==> src/rtl/core/ffpa_pkg.sv <==
// ============================================================================
// ffpa_pkg : shared definitions for the first-fit partition allocator
// Command and status codes, word layouts and parameter defaults.
// ============================================================================
`default_nettype none

package ffpa_pkg;

    // parameter defaults
    localparam int DEF_MAX_SEGMENTS = 16;
    localparam int DEF_SIZE_BITS    = 16;

    // field widths of the stream words
    localparam int CMD_W    = 2;
    localparam int SIZE_W   = 16;
    localparam int STATUS_W = 3;
    localparam int INDEX_W  = 4;
    localparam int FRAG_W   = 16;
    localparam int INUSE_W  = 5;

    localparam int IN_DATA_W  = 24;   // 19 bits used
    localparam int OUT_DATA_W = 48;   // 44 bits used

    // input word layout
    localparam int IN_CMD_LSB  = 0;
    localparam int IN_SIZE_LSB = IN_CMD_LSB + CMD_W;
    localparam int IN_FLAG_LSB = IN_SIZE_LSB + SIZE_W;

    // output word layout
    localparam int OUT_STATUS_LSB = 0;
    localparam int OUT_INDEX_LSB  = OUT_STATUS_LSB + STATUS_W;
    localparam int OUT_FRAG_LSB   = OUT_INDEX_LSB + INDEX_W;
    localparam int OUT_TOTAL_LSB  = OUT_FRAG_LSB + FRAG_W;
    localparam int OUT_INUSE_LSB  = OUT_TOTAL_LSB + FRAG_W;
    localparam int OUT_USED_W     = OUT_INUSE_LSB + INUSE_W;

    // commands
    localparam logic [CMD_W-1:0] CMD_CLEAR = 2'd0;
    localparam logic [CMD_W-1:0] CMD_LOAD  = 2'd1;
    localparam logic [CMD_W-1:0] CMD_ALLOC = 2'd2;

    // result status
    localparam logic [STATUS_W-1:0] STS_CLEARED   = 3'd0;
    localparam logic [STATUS_W-1:0] STS_LOADED    = 3'd1;
    localparam logic [STATUS_W-1:0] STS_REJECTED  = 3'd2;
    localparam logic [STATUS_W-1:0] STS_ALLOCATED = 3'd3;
    localparam logic [STATUS_W-1:0] STS_NO_FIT    = 3'd4;

    // configuration
    localparam int                 APB_ADDR_W     = 3;
    localparam logic [SIZE_W-1:0]  MEM_SIZE_RESET = 16'hFFFF;
    localparam logic               REG_MEM_SIZE   = 1'b0;   // word index of memory_size

endpackage : ffpa_pkg

`default_nettype wire

==> src/rtl/core/ffpa_sub_unit.sv <==
// ============================================================================
// ffpa_sub_unit : shared subtract / compare unit
// Computes a - b and flags a >= b; time-shared by the load and scan steps.
// ============================================================================
`default_nettype none

module ffpa_sub_unit #(
    parameter int OP_W = 17
) (
    input  wire logic [OP_W-1:0] i_a,
    input  wire logic [OP_W-1:0] i_b,
    output logic      [OP_W-1:0] o_diff,
    output logic                 o_geq
);

    logic [OP_W:0] w_full;

    // one extra bit catches the borrow
    assign w_full = {1'b0, i_a} - {1'b0, i_b};
    assign o_diff = w_full[OP_W-1:0];
    assign o_geq  = ~w_full[OP_W];

endmodule : ffpa_sub_unit

`default_nettype wire

==> src/rtl/core/first_fit_partition_allocator.sv <==
// ============================================================================
// first_fit_partition_allocator : fixed-partition first-fit allocator
// Segment table built by load commands; allocate picks the first free fit.
// ============================================================================
// Usage
//   Slave stream (i_s_*) carries one command word: clear, load or allocate.
//   Master stream (o_m_*) returns exactly one result word per command.
//   APB port holds memory_size at byte address 0 (write only while idle).
//   One command is in flight at a time; o_s_tready is high only in idle.
//   Steps from accept to result valid: clear, rejected load and unused
//   codes go straight to the done state; load passes the room calc, fit
//   check and done states; allocate scans from segment 0 up to the first
//   free fit or the last segment in the table, then goes to done.
//   The allocate scan reads the size table once per cycle through one
//   registered memory port and one shared subtract/compare unit; no new
//   command is taken until the scan has ended.
//   The result sits in an output register: a new command is taken while a
//   result still waits, and a finished command holds in its done state
//   while the receiver stalls with the output register full.
//   Reset empties the table, clears totals and sets memory_size to all ones.
// ============================================================================
`default_nettype none

module first_fit_partition_allocator
    import ffpa_pkg::*;
#(
    parameter int MAX_SEGMENTS = DEF_MAX_SEGMENTS,
    parameter int SIZE_BITS    = DEF_SIZE_BITS
) (
    input  wire logic                  i_clk,
    input  wire logic                  i_rst_n,
    // command stream
    input  wire logic                  i_s_tvalid,
    output logic                       o_s_tready,
    // [1:0] command, [17:2] size_value, [18] free_flag
    input  wire logic [IN_DATA_W-1:0]  i_s_tdata,
    // result stream
    output logic                       o_m_tvalid,
    input  wire logic                  i_m_tready,
    // [2:0] status, [6:3] segment_index, [22:7] fragmentation,
    // [38:23] total_fragmentation, [43:39] segments_in_use
    output logic [OUT_DATA_W-1:0]      o_m_tdata,
    // configuration
    input  wire logic                  i_psel,
    input  wire logic                  i_penable,
    input  wire logic                  i_pwrite,
    input  wire logic [APB_ADDR_W-1:0] i_paddr,
    input  wire logic [31:0]           i_pwdata,
    output logic [31:0]                o_prdata,
    output logic                       o_pready
);

    // sizes are taken at most 16 bits wide
    localparam int VAL_W = (SIZE_BITS < SIZE_W) ? SIZE_BITS : SIZE_W;
    localparam int OP_W  = VAL_W + 1;
    localparam int IDX_W = (MAX_SEGMENTS > 1) ? $clog2(MAX_SEGMENTS) : 1;
    localparam int CNT_W = $clog2(MAX_SEGMENTS + 1);

    localparam logic [2:0] S_IDLE = 3'd0;
    localparam logic [2:0] S_ROOM = 3'd1;
    localparam logic [2:0] S_FIT  = 3'd2;
    localparam logic [2:0] S_SCAN = 3'd3;
    localparam logic [2:0] S_DONE = 3'd4;

    // ---------------- state ----------------
    logic [2:0]              r_state;
    logic [VAL_W-1:0]        r_mem_size;
    logic [SIZE_BITS-1:0]    r_sizes [MAX_SEGMENTS];   // no reset: read only below count
    logic [MAX_SEGMENTS-1:0] r_free;
    logic [CNT_W-1:0]        r_count;
    logic [OP_W-1:0]         r_sum;
    logic                    r_closed;
    logic [VAL_W-1:0]        r_total;

    // current command
    logic [VAL_W-1:0]        r_val;
    logic                    r_flag;
    logic [VAL_W-1:0]        r_room;
    logic                    r_over;   // loaded sum already past memory_size

    // scan pipeline
    logic [CNT_W-1:0]        r_ptr;
    logic [IDX_W-1:0]        r_rd_idx;
    logic                    r_rd_live;
    logic [SIZE_BITS-1:0]    r_rd_data;

    // pending result
    logic [STATUS_W-1:0]     r_res_status;
    logic [IDX_W-1:0]        r_res_idx;
    logic [VAL_W-1:0]        r_res_frag;

    // output register
    logic                    r_m_valid;
    logic [OUT_DATA_W-1:0]   r_m_data;

    // ---------------- input decode ----------------
    logic             w_s_fire;
    logic [CMD_W-1:0] w_cmd;
    logic [VAL_W-1:0] w_val;
    logic             w_flag;

    assign o_s_tready = (r_state == S_IDLE);
    assign w_s_fire   = i_s_tvalid & o_s_tready;
    assign w_cmd      = i_s_tdata[IN_CMD_LSB +: CMD_W];
    assign w_val      = i_s_tdata[IN_SIZE_LSB +: VAL_W];
    assign w_flag     = i_s_tdata[IN_FLAG_LSB];

    // ---------------- shared subtract / compare ----------------
    logic [OP_W-1:0] w_op_a;
    logic [OP_W-1:0] w_op_b;
    logic [OP_W-1:0] w_diff;
    logic            w_geq;

    always_comb begin
        case (r_state)
            S_ROOM: begin
                w_op_a = {1'b0, r_mem_size};    // room = memory_size - loaded sum
                w_op_b = r_sum;
            end
            S_FIT: begin
                w_op_a = {1'b0, r_room};        // does the segment fit the room
                w_op_b = {1'b0, r_val};
            end
            default: begin
                w_op_a = {1'b0, r_rd_data[VAL_W-1:0]};  // segment size vs request
                w_op_b = {1'b0, r_val};
            end
        endcase
    end

    ffpa_sub_unit #(
        .OP_W (OP_W)
    ) u_sub (
        .i_a    (w_op_a),
        .i_b    (w_op_b),
        .o_diff (w_diff),
        .o_geq  (w_geq)
    );

    // ---------------- derived values ----------------
    logic             w_full;
    logic [VAL_W-1:0] w_stored;
    logic [OP_W-1:0]  n_sum;
    logic [OP_W-1:0]  w_total_raw;
    logic [VAL_W-1:0] n_total;
    logic             w_hit;
    logic             w_last;
    logic             w_out_free;

    assign w_full      = (r_count >= CNT_W'(MAX_SEGMENTS));
    assign w_stored    = w_geq ? r_val : r_room;
    assign n_sum       = r_sum + {1'b0, w_stored};
    assign w_total_raw = {1'b0, r_total} + {1'b0, w_diff[VAL_W-1:0]};
    assign n_total     = w_total_raw[VAL_W] ? {VAL_W{1'b1}} : w_total_raw[VAL_W-1:0];
    assign w_hit       = r_rd_live & r_free[r_rd_idx] & w_geq;
    assign w_last      = (CNT_W'(r_rd_idx) + CNT_W'(1)) == r_count;
    assign w_out_free  = ~r_m_valid | i_m_tready;

    // ---------------- size table ----------------
    always_ff @(posedge i_clk) begin
        if (r_state == S_FIT) begin
            r_sizes[r_count[IDX_W-1:0]] <= SIZE_BITS'(w_stored);
        end
        r_rd_data <= r_sizes[r_ptr[IDX_W-1:0]];
    end

    // ---------------- sequencer ----------------
    always_ff @(posedge i_clk) begin
        if (!i_rst_n) begin
            r_state   <= S_IDLE;
            r_free    <= '0;
            r_count   <= '0;
            r_sum     <= '0;
            r_closed  <= 1'b0;
            r_total   <= '0;
            r_rd_live <= 1'b0;
            r_ptr     <= '0;
            r_m_valid <= 1'b0;
        end else begin
            r_rd_idx <= r_ptr[IDX_W-1:0];

            if (r_state == S_DONE && w_out_free) begin
                r_m_valid <= 1'b1;
            end else if (i_m_tready) begin
                r_m_valid <= 1'b0;
            end

            case (r_state)
                S_IDLE: begin
                    if (w_s_fire) begin
                        r_val        <= w_val;
                        r_flag       <= w_flag;
                        r_res_idx    <= '0;
                        r_res_frag   <= '0;
                        case (w_cmd)
                            CMD_CLEAR: begin
                                r_free       <= '0;
                                r_count      <= '0;
                                r_sum        <= '0;
                                r_closed     <= 1'b0;
                                r_total      <= '0;
                                r_res_status <= STS_CLEARED;
                                r_state      <= S_DONE;
                            end
                            CMD_LOAD: begin
                                if (r_closed || w_full) begin
                                    r_res_status <= STS_REJECTED;
                                    r_state      <= S_DONE;
                                end else begin
                                    r_state <= S_ROOM;
                                end
                            end
                            CMD_ALLOC: begin
                                // empty table misses at once
                                r_res_status <= STS_NO_FIT;
                                if (r_count != '0) begin
                                    r_ptr     <= '0;
                                    r_rd_live <= 1'b0;
                                    r_state   <= S_SCAN;
                                end else begin
                                    r_state <= S_DONE;
                                end
                            end
                            default: begin
                                r_res_status <= STS_NO_FIT;
                                r_state      <= S_DONE;
                            end
                        endcase
                    end
                end

                S_ROOM: begin
                    // sum beyond a shrunken memory_size leaves no room
                    r_room  <= w_geq ? w_diff[VAL_W-1:0] : '0;
                    r_over  <= ~w_geq;
                    r_state <= S_FIT;
                end

                S_FIT: begin
                    r_free[r_count[IDX_W-1:0]] <= r_flag;
                    r_res_idx    <= r_count[IDX_W-1:0];
                    r_res_status <= STS_LOADED;
                    r_count      <= r_count + CNT_W'(1);
                    r_sum        <= n_sum;
                    if (!w_geq || r_over) begin
                        r_closed <= 1'b1;   // cut to the room, table closes
                    end
                    r_state <= S_DONE;
                end

                S_SCAN: begin
                    r_ptr <= r_ptr + CNT_W'(1);
                    if (w_hit) begin
                        r_free[r_rd_idx] <= 1'b0;
                        r_res_idx        <= r_rd_idx;
                        r_res_frag       <= w_diff[VAL_W-1:0];
                        r_res_status     <= STS_ALLOCATED;
                        r_total          <= n_total;
                        r_rd_live        <= 1'b0;
                        r_state          <= S_DONE;
                    end else if (r_rd_live && w_last) begin
                        r_rd_live <= 1'b0;
                        r_state   <= S_DONE;
                    end else begin
                        r_rd_live <= 1'b1;
                    end
                end

                S_DONE: begin
                    if (w_out_free) begin
                        r_state <= S_IDLE;
                    end
                end

                default: begin
                    r_state <= S_IDLE;
                end
            endcase
        end
    end

    // result word, built from table state after the command
    logic [31:0] w_idx_ext;
    logic [31:0] w_cnt_ext;

    assign w_idx_ext = 32'(r_res_idx);
    assign w_cnt_ext = 32'(r_count);

    always_ff @(posedge i_clk) begin
        if (r_state == S_DONE && w_out_free) begin
            r_m_data <= {{(OUT_DATA_W-OUT_USED_W){1'b0}},
                         w_cnt_ext[INUSE_W-1:0],
                         FRAG_W'(r_total),
                         FRAG_W'(r_res_frag),
                         w_idx_ext[INDEX_W-1:0],
                         r_res_status};
        end
    end

    assign o_m_tvalid = r_m_valid;
    assign o_m_tdata  = r_m_data;

    // ---------------- configuration ----------------
    logic w_reg_sel;

    assign o_pready  = 1'b1;
    assign w_reg_sel = (i_paddr[APB_ADDR_W-1] == REG_MEM_SIZE);

    always_ff @(posedge i_clk) begin
        if (!i_rst_n) begin
            r_mem_size <= MEM_SIZE_RESET[VAL_W-1:0];
        end else if (i_psel && i_penable && i_pwrite && o_pready && w_reg_sel) begin
            r_mem_size <= i_pwdata[VAL_W-1:0];
        end
    end

    assign o_prdata = w_reg_sel ? 32'(r_mem_size) : '0;

    // ---------------- assertions ----------------
    a_count_bound: assert property (@(posedge i_clk) disable iff (!i_rst_n)
        r_count <= CNT_W'(MAX_SEGMENTS))
        else $error("segment count beyond table depth");

    a_scan_in_table: assert property (@(posedge i_clk) disable iff (!i_rst_n)
        (r_state == S_SCAN && r_rd_live) |-> (CNT_W'(r_rd_idx) < r_count))
        else $error("scan examined an entry outside the table");

    a_one_in_flight: assert property (@(posedge i_clk) disable iff (!i_rst_n)
        w_s_fire |=> !o_s_tready)
        else $error("second command taken while one is in flight");

    a_hit_marks_used: assert property (@(posedge i_clk) disable iff (!i_rst_n)
        (r_state == S_SCAN && w_hit) |=> (r_res_status == STS_ALLOCATED))
        else $error("allocation hit not reported");

endmodule : first_fit_partition_allocator

`default_nettype wire
==> config.mk <==
export PLATFORM = sky130hd
export DESIGN_NAME = first_fit_partition_allocator
export DESIGN_NICKNAME = d
export VERILOG_FILES = /design/src/rtl/core/ffpa_pkg.sv /design/src/rtl/core/ffpa_sub_unit.sv /design/src/rtl/core/first_fit_partition_allocator.sv
export SDC_FILE = /design/constraint.sdc
export NUM_CORES = 1
export LEC_CHECK = 0
export BUFFER_PORTS_ARGS = -buffer_cell sky130_fd_sc_hd__buf_2
export CAP_MARGIN = 0
export CORE_ASPECT_RATIO = 0.9
export CORE_MARGIN = 2
export CORE_UTILIZATION = 43
export DETAILED_ROUTE_END_ITERATION = 16
export PLACE_DENSITY = 0.56
export SLEW_MARGIN = 10
export SYNTH_ARGS = -nofsm -noshare
export SYNTH_HDL_FRONTEND = slang
export SYNTH_SLANG_ARGS = --single-unit
export TNS_END_PERCENT = 20
==> constraint.sdc <==
create_clock -name i_clk -period 6.99 [get_ports i_clk]
set_input_delay 0.699 -clock i_clk [delete_from_list [all_inputs] [get_ports i_clk]]
set_output_delay 0.699 -clock i_clk [all_outputs]
set_load 0.05 [all_outputs]
==> run_results.csv <==
group,metric,value,unit
power,p_leak,8.19,nW
route,drtAntennaViolNets,0,
clock_network,ctsHoldBuffers,0,
worst_setup_path,crit_top_cell,"o31ai_1",
clock_network,htreeDepth,2,
route,routed_via_density,5.52,
logic_synthesis,synth.most_common_cell,"edfxtp_1",
global_route,grt_pass1_wl,72.1,mm
global_route,grt-ovfl-total,0,
clock_network,numCtsBuffers,48,
timing,rsz0062_at_grt,"false",
min_path,hold_end,"r_val[9]$_DFFE_PP_",
logic_synthesis,synthMuxAreaShare,11.4,%
clock_network,cts_max_path_buffers,3,
worst_setup_path,start_kind,"flip-flop",
worst_setup_path,cp_num_buf_inv,2,
logic_synthesis,synth_area,20000,um^2
min_path,whs_path_depth,1,
clock_network,cts_tree,"done",
worst_setup_path,critPathTopFamily,"compound AO/OA/AOI/OAI gates",
timing,maxSlewHeadroom,25.4,%
timing,hold_slack,291,ps
logic_synthesis,synth_top_family_by_area,"multiplexers",
cells_and_area,synthToLayoutAreaGrowth,14.2,%
timing,slew_violations,0,
worst_setup_path,rrSetupSlack,650,ps
power,p_int,4.69,mW
route,drt_iter0_markers,927,
logic_synthesis,yosys_most_used_dff,"edfxtp_1",
cells_and_area,antenna_cells,0,
logic_synthesis,synthCells,1418,
timing,hold_violations,0,
worst_setup_path,crit_slowest_cell,"o31ai_1",
logic_synthesis,synth_area_leaders,"edfxtp_1 (54%), dfxtp_1 (9.6%), mux4_2 (9.3%)",
clock_network,clk_latency,600,ps
clock_network,root_buffer,"clkbuf_16",
worst_setup_path,crit_path_cell_trace,"nor2_1, and2_2, nor2_1, and2_1, a221o_1, ha_1, nor2b_1, o31ai_1, a21oi_1, o211ai_1, nand3_1, buf_4, nand2_1, buf_4, mux2_2, ha_1, or3_1, o21ai_0, o31ai_1, a21boi_0, o31ai_1, xnor2_1, o21ai_0",
route,drcViolationCount,0,
route,vias,12100,
worst_setup_path,arrival,6790,ps
timing,skew,26.0,ps
power,power,6.16,mW
place,gp_congestion,0.835,
floorplanning,die_w,232,um
cells_and_area,fin_util,49.4,%
power,max-vdd-ir-drop,0.183,mV
worst_setup_path,worstReg2RegEnd,"r_sum[15]$_SDFFE_PN0P_",
global_route,grt_pass1_vias,11800,
cells_and_area,largest_reg_flops,256,
power,switching_power,1.47,mW
status,status,"complete, no violations",
min_path,worstHoldStart,"i_s_tdata[11]",
floorplanning,row_count,75,
logic_synthesis,post_synth_num_cell_types,64,
floorplanning,start_util,43.2,%
clock_network,postCtsSetupBuffers,0,
global_route,gr-usage-all-layers,20.0,%
worst_setup_path,cp_max_fo,17,
logic_synthesis,yosysWarnings,0,
floorplanning,dieHeight,209,um
power,pwr-share-seq,49.1,%
floorplanning,fp.dieArea,48400,um^2
logic_synthesis,synth.largest_area_cell,"edfxtp_1",
route,wl_per_cell,22.0,um
power,power_density,269,nW/um^2
timing,final.setup.tns,0,ps
run,cap_violations,0,
clock_network,clkTransAtPathRegs,60,ps
power,p_clk_share,42.3,%
worst_setup_path,worst_r2r_startpoint,"r_state[2]$_SDFFE_PN0P_",
floorplanning,io_pins,149,
route,drt-pass1-iter-count,7,
logic_synthesis,synth-simple-area-share,8.40,%
logic_synthesis,synth_edf_count,361,
place,post-place-cells,2103,
cells_and_area,drive_above_1_share,20.2,%
place,port-buffer-count,104,
power,swShare,23.9,%
logic_synthesis,ys_ff_latch,457,
timing,worstMarginPinSlew,1120,ps
clock_network,ctsResizeCount,0,
worst_setup_path,cp-end-kind,"flip-flop",
timing,fmax,0.158,GHz
worst_setup_path,cp_data_required_time,7440,ps
global_route,grt_max_degree,47,
timing,fin_crit_sh,90.7,%
clock_network,cts.sinks,457,
power,comb_power_share,8.6,%
logic_synthesis,synth_commonest_cells,"edfxtp_1 (361), nand2_1 (142), nor2_1 (100), dfxtp_1 (96), mux4_2 (83)",
worst_setup_path,worst_path_largest_cell_delay,560,ps
timing,finalCriticalPeriod,6340,ps
worst_setup_path,crit_type,"flip-flop to flip-flop",
global_route,antenna_found_initial,0,
cells_and_area,fin_cells,2191,
place,hpwl,30.6,mm
logic_synthesis,async_flop_share,0,%
timing,finalSetupViolCount,0,
cells_and_area,fin_nets,1667,
worst_setup_path,reg2reg_depth,23,
min_path,hold_class,"input port to flip-flop",
logic_synthesis,synth_top_cell_area_share,54.1,%
floorplanning,core,46400,um^2
logic_synthesis,synthAdderAreaFrac,4.11,%
logic_synthesis,syn-mean-instance-area,14.1,um^2
logic_synthesis,ys_seq_area_share,63.7,%
logic_synthesis,synth_xor_area_share,1.92,%
route,finalWirelength,48.1,mm
logic_synthesis,synth_compound_area_share,7.64,%
cells_and_area,fillCellCount,4005,
[routing by layer]
layer  GRT usage [%]  routed length, um  vias up
met4            5.31                879        0
met3            2.76               2420       58
met1            28.0              21400     6101
met2            32.9              23400      344
met5               0                  0        -
li1                -                  -     5581
[worst max-delay path by stage]
stage                                  from                      to  depth (start not counted)
global route        r_state[2]$_SDFFE_PN0P_  r_sum[15]$_SDFFE_PN0P_                         23
global placement    r_state[2]$_SDFFE_PN0P_  r_sum[15]$_SDFFE_PN0P_                         23
floorplan           r_state[2]$_SDFFE_PN0P_  r_sum[15]$_SDFFE_PN0P_                         26
finish              r_state[2]$_SDFFE_PN0P_  r_sum[15]$_SDFFE_PN0P_                         23
detailed placement  r_state[2]$_SDFFE_PN0P_  r_sum[15]$_SDFFE_PN0P_                         23
CTS                 r_state[2]$_SDFFE_PN0P_  r_sum[15]$_SDFFE_PN0P_                         23
[per-stage QoR]
step | cell area, um^2 | setup WS (ps)
6_report | 22900 | 649
3_5_place_dp | 21300 | 508
4_1_cts | 22900 | 472
3_3_place_gp | 21300 | 629
2_1_floorplan | 20100 | 1350
5_1_grt | 22900 | 125
[cells by family after synthesis]
family / Yosys count
flip-flops: 457
AND/OR/NAND/NOR: 370
AO/OA/AOI/OAI: 239
buffers and inverters: 123
multiplexers: 119
adder cells (fa/ha/maj): 64
XOR/XNOR: 44
other: 2
[power groups by stage]
stage,logic (mW),registers [mW],clock network (mW)
finish,0.530,3.02,2.60
global route,0.581,3.02,2.76
CTS,0.535,3.02,2.67
detailed placement,0.533,3.08,0
global placement,0.526,3.08,0
floorplan,0.325,3.14,0
[final cells by class]
class	instances	area (um^2)	area share [%]
well taps	616	771	3.37
clock inverters	18	284	1.24
inverters	36	135	0.591
clock buffers	70	1330	5.79
multi-input cells	857	6820	29.8
repair buffers	137	781	3.41
flip-flops and latches	457	12800	55.8
[cell usage in the layout (no fill, tap or decap), types with 4 or more instances in the layout]
master / instances
edfxtp_1: 361
a22oi_1: 26
xnor2_1: 21
and3_1: 7
nor2b_1: 29
a21o_1: 14
and2_1: 8
a211oi_1: 6
buf_4: 32
a22o_1: 5
o31ai_1: 23
a31oi_1: 8
nand4_1: 5
a21oi_1: 81
clkinv_1: 5
xor2_1: 23
ha_1: 61
buf_2: 104
dfxtp_1: 94
or3_1: 7
mux2i_1: 17
o21ai_0: 44
inv_1: 35
nand2b_1: 7
nor3_1: 12
nand2_1: 142
bufinv_16: 6
nor3_2: 5
nor2_1: 97
mux2_2: 17
nand3_1: 33
clkbuf_16: 49
o21a_1: 4
conb_1: 21
clkbuf_1: 19
mux4_2: 83
Note: power is estimated with default switching activity, not from simulation.
